--- src/rtl/cfm_pkg.sv ---
// Package for complex_field_moments: types, constants and helpers.
`default_nettype none
package cfm_pkg;

  localparam int MAX_LOG2_COUNT = 16;
  localparam int KW = $clog2(MAX_LOG2_COUNT + 1);

  localparam logic [4:0] RST_LOG2_COUNT = 5'd16;
  localparam logic [31:0] RST_AREA_SCALE = 32'd65536;

  localparam logic [0:0] REG_LOG2_COUNT = 1'b0;
  localparam logic [0:0] REG_AREA_SCALE = 1'b1;

  typedef struct packed {
    logic signed [15:0] sample_re;
    logic signed [15:0] sample_im;
    logic               last_sample;
  } in_word_t;

  typedef struct packed {
    logic [15:0]        peak_mag;
    logic [15:0]        mean_mag;
    logic signed [15:0] mean_re;
    logic signed [15:0] mean_im;
    logic [31:0]        condensate;
    logic [47:0]        norm;
    logic [62:0]        potential_energy;
  } out_word_t;

endpackage
`default_nettype wire

--- src/rtl/cfm_front.sv ---
// Front end: takes samples into a short queue.
`default_nettype none
module cfm_front import cfm_pkg::*; (
  input  wire logic     clk,
  input  wire logic     rst_n,
  input  wire logic     in_valid,
  output logic          in_ready,
  input  wire in_word_t in_data,
  output logic          q_valid,
  input  wire logic     q_pop,
  output in_word_t      q_data
);
  localparam int DEPTH = 2;
  in_word_t    mem_r [DEPTH];
  logic        wp_r, rp_r;
  logic [1:0]  cnt_r;
  logic        push;

  assign in_ready = (cnt_r != 2'(DEPTH));
  assign push     = in_valid && in_ready;
  assign q_valid  = (cnt_r != 2'd0);
  assign q_data   = mem_r[rp_r];

  always_ff @(posedge clk) begin
    if (push) mem_r[wp_r] <= in_data;
    if (!rst_n) begin
      wp_r  <= 1'b0;
      rp_r  <= 1'b0;
      cnt_r <= 2'd0;
    end else begin
      if (push) wp_r <= ~wp_r;
      if (q_pop) rp_r <= ~rp_r;
      cnt_r <= cnt_r + 2'(push) - 2'(q_pop);
    end
  end
endmodule
`default_nettype wire

--- config.mk ---
export PLATFORM = sky130hd
export DESIGN_NAME = cfm_front
export DESIGN_NICKNAME = d
export VERILOG_FILES = /design/src/rtl/cfm_pkg.sv /design/src/rtl/cfm_front.sv
export SDC_FILE = /design/constraint.sdc
export NUM_CORES = 1
export LEC_CHECK = 0
export BUFFER_PORTS_ARGS = -buffer_cell sky130_fd_sc_hd__buf_2
export CAP_MARGIN = 20
export CORE_MARGIN = 4
export CORE_UTILIZATION = 30
export CTS_CLUSTER_DIAMETER = 200
export DETAILED_ROUTE_END_ITERATION = 10
export GPL_TIMING_DRIVEN = 0
export SLEW_MARGIN = 5
export SYNTH_ARGS = -nofsm -noshare
export SYNTH_HDL_FRONTEND = slang
export SYNTH_SLANG_ARGS = --single-unit
--- constraint.sdc ---
create_clock -name clk -period 1.79 [get_ports clk]
set_clock_uncertainty 0.1 [all_clocks]
set_input_delay 0.358 -clock clk [delete_from_list [all_inputs] [get_ports clk]]
set_output_delay 0.358 -clock clk [all_outputs]
set_load 0.01 [all_outputs]
==> results.py, run 1 <==
metrics = {
    "outcome": {
        "status": "complete, but fails checks",
        "violations": "negative setup slack",
    },
    "placement": {
        "dp.cells": 310,
        "pre_cts_ws_ns": -0.231,
        "place_congestion": 0.695,
        "numPortBuffers": 71,
        "dp.final_hpwl_um": 3280,
    },
    "route": {
        "detail_route.wl_per_cell_um": 16.4,
        "via_count": 1491,
        "postRouteAntennaNets": 0,
        "drt_wl_total_um": 5490,
        "drcViolationCount": 0,
        "drt_first_iter_violations": 81,
        "first_pass_iters": 4,
        "vias_per_cell": 4.45,
    },
    "clock_tree": {
        "clock_sinks": 71,
        "cts-root-buf": "clkbuf_8",
        "clockBufferDepth": 2,
        "clk_pin_slew_ns": 0.08,
        "cts_made_buffers": 9,
        "htreeDepth": 3,
        "cts_tree": "built",
        "insertion_delay_ns": 0.33,
        "hold_buffers": 0,
    },
    "power_and_ir_drop": {
        "leakage_nw": 1.52,
        "clock_power_share_pct": 33.2,
        "peakVddDrop_mv": 0.421,
        "p_seq_share_pct": 47.3,
        "swShare_pct": 23.7,
        "powerDensity_nw_per_um2": 1110,
        "p_switching_mw": 1.02,
        "intPower_mw": 3.27,
        "p_comb_share_pct": 19.5,
    },
    "synthesis": {
        "synth_area_leaders": "edfxtp_1 75%, mux2_2 14%, dfxtp_1 3.8%, buf_4 0.85%, and2_1 0.71%",
        "synthTopCellsByCount": "66 x edfxtp_1, 33 x mux2_2, 5 x dfxtp_1, 3 x and2_1, 3 x buf_4",
        "synth_enable_flop_cells": 66,
        "syn_area_per_cell_um2": 20.2,
        "synth-seq-area-share_pct": 78.6,
        "ys_warn_count": 0,
        "syn_area_um2": 2650,
        "ys_seq_elements": 71,
        "synthCells": 131,
        "netlist-cell-type-count": 23,
        "synth.most_common_cell": "edfxtp_1",
        "yosysTopAreaCellShare_pct": 74.9,
        "postSynthNetCount": 169,
        "yosysTopAreaCell": "edfxtp_1",
        "synthArstFlopShare_pct": 0,
        "synthFlopType": "edfxtp_1",
    },
    "setup_path": {
        "worstSetupStartpointType": "flip-flop",
        "crit_path_max_fanout": 8,
        "r2r_setup_slack_ns": 0.20,
        "worstReg2RegStart": "cnt_r[0]",
        "endpoint_kind": "primary output",
        "critPathKind": "reg -> out",
        "crit_required_ns": 1.33,
        "r2r_cells": 7,
        "arrival_ns": 1.41,
        "rr_endpoint": "cnt_r[1]",
    },
    "global_route": {
        "antenna_found_initial": 0,
        "grt_usage_pct": 10.2,
        "overflow": 0,
        "grt_pass1_wl_um": 7770,
        "grt_pass1_vias": 1610,
        "grt_max_degree": 34,
    },
    "finish": {
        "instances_no_fill": 335,
        "fillers": 763,
        "antenna_cells": 0,
        "seqCellArea_um2": 2080,
        "finalNetCount": 260,
        "multiInputGateArea_um2": 661,
        "drive_gt1_share_pct": 62.1,
        "syn_to_final_growth_pct": 46.5,
    },
    "floorplanning": {
        "die_y_um": 102,
        "num_rows": 34,
        "ios": 72,
        "core_um2": 8640,
        "dieArea_um2": 10400,
        "die_w_um": 102,
        "initial_core_util_pct": 30.7,
    },
    "min_path": {
        "hold_path_class": "in -> reg",
        "whs_endpoint": "mem_r[1][2]",
        "min_path_cells": 1,
        "hold_start": "in_data[2]",
    },
    "timing": {
        "tightest_slew_ns": 0.489,
        "tns_ns": -1.81,
        "period_minus_slack_ns": 1.87,
        "drv_slew": 0,
        "timing.fmax_mhz": 536,
        "setup_viol": 32,
        "post-route-period-util_pct": 104,
        "final_hold_viol_count": 0,
        "rsz0062_at_grt": "yes",
        "setup_slack_ns": -0.0758,
        "maxSlewHeadroom_pct": 67.4,
        "hold_slack_ns": 0.100,
    },
    "flow_run": {
        "cap_violations": 0,
    },
}
-- worst max path at each step --
stage / slack, ns / cells after the start / start / to
floorplan: 0.11 / 3 / cnt_r[0] / mem_r[0][0]
global placement: -0.24 / 3 / cnt_r[0] / mem_r[0][15]
detailed placement: -0.23 / 3 / cnt_r[0] / mem_r[0][17]
CTS: -0.13 / 4 / flip-flop / q_data[31]
global route: -0.14 / 4 / flip-flop / q_data[3]
finish: -0.08 / 4 / flip-flop / q_data[17]
-- cell families after synthesis --
kind of cell	count (synthesis)	share of synthesized area [%]
AND/OR/NAND/NOR	12	2.79
multiplexers	34	14.4
XOR/XNOR	2	0.662
buffers and inverters	6	1.32
adder cells (fa/ha/maj)	1	0.473
flip-flops	71	78.6
AO/OA/AOI/OAI	5	1.70
-- timing repair --
item	in CTS	in global routing
hold endpoints to repair	0	0
pin swaps	0	0
endpoints found under the setup margin	97	34
buffers inserted	4	1
gates cloned	1	3
gates resized for setup	32	53
-- through the flow --
stage               cell area [um^2]  util, %  total power [mW]
floorplan                       2650        -              2.36
global placement                3140     36.4              2.58
detailed placement              3140     36.4              2.59
CTS                             3580     41.4              4.15
global route                    3880     44.9              4.46
finish                          3880     44.9              4.29
-- cell usage in the layout (no fill, tap or decap), drive strengths merged --
| cell type | instances |
|---|---|
| bufinv | 2 |
| clkinvlp | 4 |
| nand2b | 1 |
| mux2 | 33 |
| a21bo | 1 |
| edfxtp | 66 |
| clkbuf | 13 |
| xor2 | 1 |
| a211o | 1 |
| a211oi | 1 |
| or2 | 1 |
| and2 | 3 |
| nand3b | 2 |
| mux2i | 1 |
| ha | 1 |
| nand2 | 2 |
| xnor2 | 1 |
| and3 | 1 |
| buf | 80 |
| dfxtp | 5 |
| nor4b | 1 |
| nand3 | 1 |
| inv | 3 |
| a21boi | 2 |
-- power by group through the flow --
| stage | clock network [mW] | registers (mW) | logic (mW) |
|---|---|---|---|
| after global placement | 0 | 2.05 | 0.526 |
| after floorplan | 0 | 2.04 | 0.318 |
| after detailed placement | 0 | 2.06 | 0.533 |
| after CTS | 1.45 | 2.02 | 0.679 |
| final | 1.42 | 2.03 | 0.835 |
| after global routing | 1.53 | 2.04 | 0.891 |
-- registers in the layout (all words and copies together) (netlist names), named ones only --
name	cells
wp_r	1
cnt_r	2
rp_r	1
mem_r	66
-- cell type report --
| cell class | count | area share (%) |
|---|---|---|
| Clock buffer | 10 | 3.29 |
| Tap cell | 108 | 3.48 |
| Timing Repair inverter | 1 | 0.194 |
| Multi-Input combinational cell | 54 | 17.0 |
| Timing Repair Buffer | 79 | 17.6 |
| Buffer | 4 | 1.94 |
| Inverter | 2 | 0.290 |
| Clock inverter | 6 | 2.39 |
| Sequential cell | 71 | 53.7 |
-- metal layers --
layer | vias to the layer above | track usage (%) | wire, um
met4 | 0 | 4.24 | 48
met3 | 4 | 4.03 | 371
met1 | 752 | 11.5 | 2210
met5 | - | 0 | 0
met2 | 41 | 17.3 | 2860
li1 | 694 | - | -
-- worst max-delay path: stages (launching register included) --
cell and delay [ns]:
dfxtp_2 0.34, buf_12 0.14, clkbuf_16 0.16, mux2_4 0.30
buf_6 0.12
No activity file was read; power rests on OpenSTA's default activity.
==> run 2: changes to the inputs <==
- ABC_AREA: unset -> 1
- SKIP_CTS_REPAIR_TIMING: unset -> 1
==> results.py, run 2 <==
metrics = {
    "flow_run": {
        "cap_violations": 0,
    },
    "floorplanning": {
        "die_w_um": 104,
        "core_um2": 8850,
        "die_y_um": 104,
        "dieArea_um2": 10800,
        "initial_core_util_pct": 31.3,
        "ios": 72,
        "num_rows": 34,
    },
    "setup_path": {
        "slowest_stage": "dfxtp_2",
        "critPathKind": "reg -> out",
        "endpoint_kind": "primary output",
        "critPathMaxStageDelay_ns": 0.34,
        "crit_required_ns": 1.33,
        "arrival_ns": 1.41,
        "cp_cell_sequence": "buf_8 -> buf_12 -> mux2_4 -> buf_2",
        "crit_path_max_fanout": 10,
        "worstSetupStartpointType": "flip-flop",
    },
    "finish": {
        "final_util_pct": 42.7,
        "finalNetCount": 260,
        "syn_to_final_growth_pct": 36.6,
        "antenna_cells": 0,
        "fillers": 829,
        "top_regs": "mem_r (66), cnt_r (2)",
        "drive_gt1_share_pct": 57.7,
        "largest_register_ffs": 66,
        "final_common_cell": "edfxtp_1",
        "regMostFlops": "mem_r",
        "instances_no_fill": 335,
        "layout_common_cells": "66 x edfxtp_1, 40 x buf_2, 31 x buf_6",
    },
    "clock_tree": {
        "clockBufferDepth": 2,
        "cts-root-buf": "clkbuf_8",
        "cts_tree": "built",
        "insertion_delay_ns": 0.33,
        "clk_pin_slew_ns": 0.07,
        "htreeDepth": 3,
        "clock_sinks": 71,
        "cts_made_buffers": 9,
    },
    "global_route": {
        "antenna_found_initial": 0,
        "grt_max_degree": 35,
        "grt_pass1_wl_um": 7490,
        "grt_usage_pct": 9.17,
        "overflow": 0,
        "grt_pass1_vias": 1433,
    },
    "timing": {
        "maxSlewHeadroom_pct": 62.2,
        "drv_slew": 0,
        "rsz0062_at_grt": "yes",
        "hold_slack_ns": 0.112,
        "tightest_slew_ns": 0.566,
        "period_minus_slack_ns": 1.86,
        "final_hold_viol_count": 0,
        "setup_slack_ns": -0.0737,
        "post-route-period-util_pct": 104,
        "tns_ns": -1.84,
        "setup_viol": 32,
        "timing.fmax_mhz": 537,
    },
    "synthesis": {
        "syn_area_per_cell_um2": 20.5,
        "synthArstFlopShare_pct": 0,
        "synth-seq-area-share_pct": 75.3,
        "synthFlopType": "edfxtp_1",
        "synthTopCellsByCount": "66 x edfxtp_1, 30 x mux2_4, 8 x nand2_1, 7 x inv_1, 5 x dfxtp_1",
        "syn_area_um2": 2770,
        "postSynthNetCount": 173,
        "yosysTopAreaCellShare_pct": 71.7,
        "synthCells": 135,
        "ys_warn_count": 0,
        "ys_seq_elements": 71,
        "synth_enable_flop_cells": 66,
        "synth_area_leaders": "edfxtp_1 72%, mux2_4 16%, dfxtp_1 3.6%, buf_12 2.2%, mux2_2 1.2%",
        "yosysTopAreaCell": "edfxtp_1",
        "synth.most_common_cell": "edfxtp_1",
        "netlist-cell-type-count": 15,
    },
    "route": {
        "vias_per_cell": 4.24,
        "drt_first_iter_violations": 39,
        "detail_route.wl_per_cell_um": 15.0,
        "via_count": 1422,
        "postRouteAntennaNets": 0,
        "drcViolationCount": 0,
        "drt_wl_total_um": 5040,
        "first_pass_iters": 4,
    },
    "power_and_ir_drop": {
        "peakVddDrop_mv": 0.413,
        "leakage_nw": 1.50,
        "intPower_mw": 3.33,
        "clock_power_share_pct": 35.0,
        "swShare_pct": 22.1,
        "p_comb_share_pct": 17.9,
        "powerDensity_nw_per_um2": 1130,
        "p_seq_share_pct": 47.1,
        "p_switching_mw": 0.947,
    },
    "min_path": {
        "hold_path_class": "in -> reg",
    },
    "outcome": {
        "violations": "negative setup slack",
        "status": "complete, but fails checks",
    },
    "placement": {
        "numPortBuffers": 71,
        "dp.final_hpwl_um": 3280,
        "dp.cells": 314,
        "place_congestion": 0.677,
        "pre_cts_ws_ns": -0.188,
    },
}
-- run 2: cell count changes after synthesis, sizes merged, moves of 2 or more --
| cell | delta |
|---|---|
| nand2 | +7 |
| a21oi | +2 |
| inv | +5 |
| nand3b | -2 |
| a21boi | -2 |
| and2 | -3 |
| nor2 | +4 |
-- run 2: final cells by class --
cell class                      count  area [um^2]  share of cell area [%]
Sequential cell                    71         2080                    55.2
Inverter                            7         26.3                   0.696
Clock buffer                       10          128                    3.38
Tap cell                          108          135                    3.58
Timing Repair Buffer               75          609                    16.1
Buffer                              4         75.1                    1.99
Multi-Input combinational cell     54          612                    16.2
Clock inverter                      6          108                    2.85
-- run 2: final timing paths --
| kind | from | endpoint | slack (ns) | cells after the start |
|---|---|---|---|---|
| max | flip-flop | q_data[16] | -0.07 | 4 |
| min | in_data[20] | mem_r[1][20] | 0.11 | 1 |
| max reg2reg | cnt_r[0] | mem_r[0][9] | 0.14 | 4 |
| min reg2reg | rp_r | rp_r | 0.42 | 2 |
-- run 2: per-stage QoR --
stage / power, mW / instance area [um^2]
final: 4.28 / 3780
after global routing: 4.47 / 3780
after detailed placement: 2.67 / 3270
after CTS: 4.19 / 3510
after global placement: 2.66 / 3270
after floorplan: 2.45 / 2780
-- run 2: worst max-delay path: cells and delay by family (launching register included) --
family / cells / cell delay, ns
muxes: 1 / 0.29
buffers and inverters: 3 / 0.43
DFF: 1 / 0.34
-- run 2: routing by layer --
metal	share of wire (%)	vias up	track usage [%]
met3	4.2	9	2.42
met2	52	44	15.1
li1	-	678	-
met1	42	691	10.6
met4	1.9	0	5.70
met5	0	-	0
-- run 2: logic make-up after synthesis --
kind of cell             share of synthesized area [%]
flip-flops                                        75.3
multiplexers                                      17.5
AND/OR/NAND/NOR                                   2.22
buffers and inverters                             3.53
AO/OA/AOI/OAI                                    0.362
XOR/XNOR                                         0.634
adder cells (fa/ha/maj)                          0.452
-- run 2: power by group through the flow --
stage	sequential, mW	clock (mW)	combinational [mW]
floorplan	2.04	0	0.404
global placement	2.05	0	0.614
detailed placement	2.05	0	0.619
CTS	2.02	1.56	0.620
global route	2.03	1.62	0.820
finish	2.02	1.50	0.766
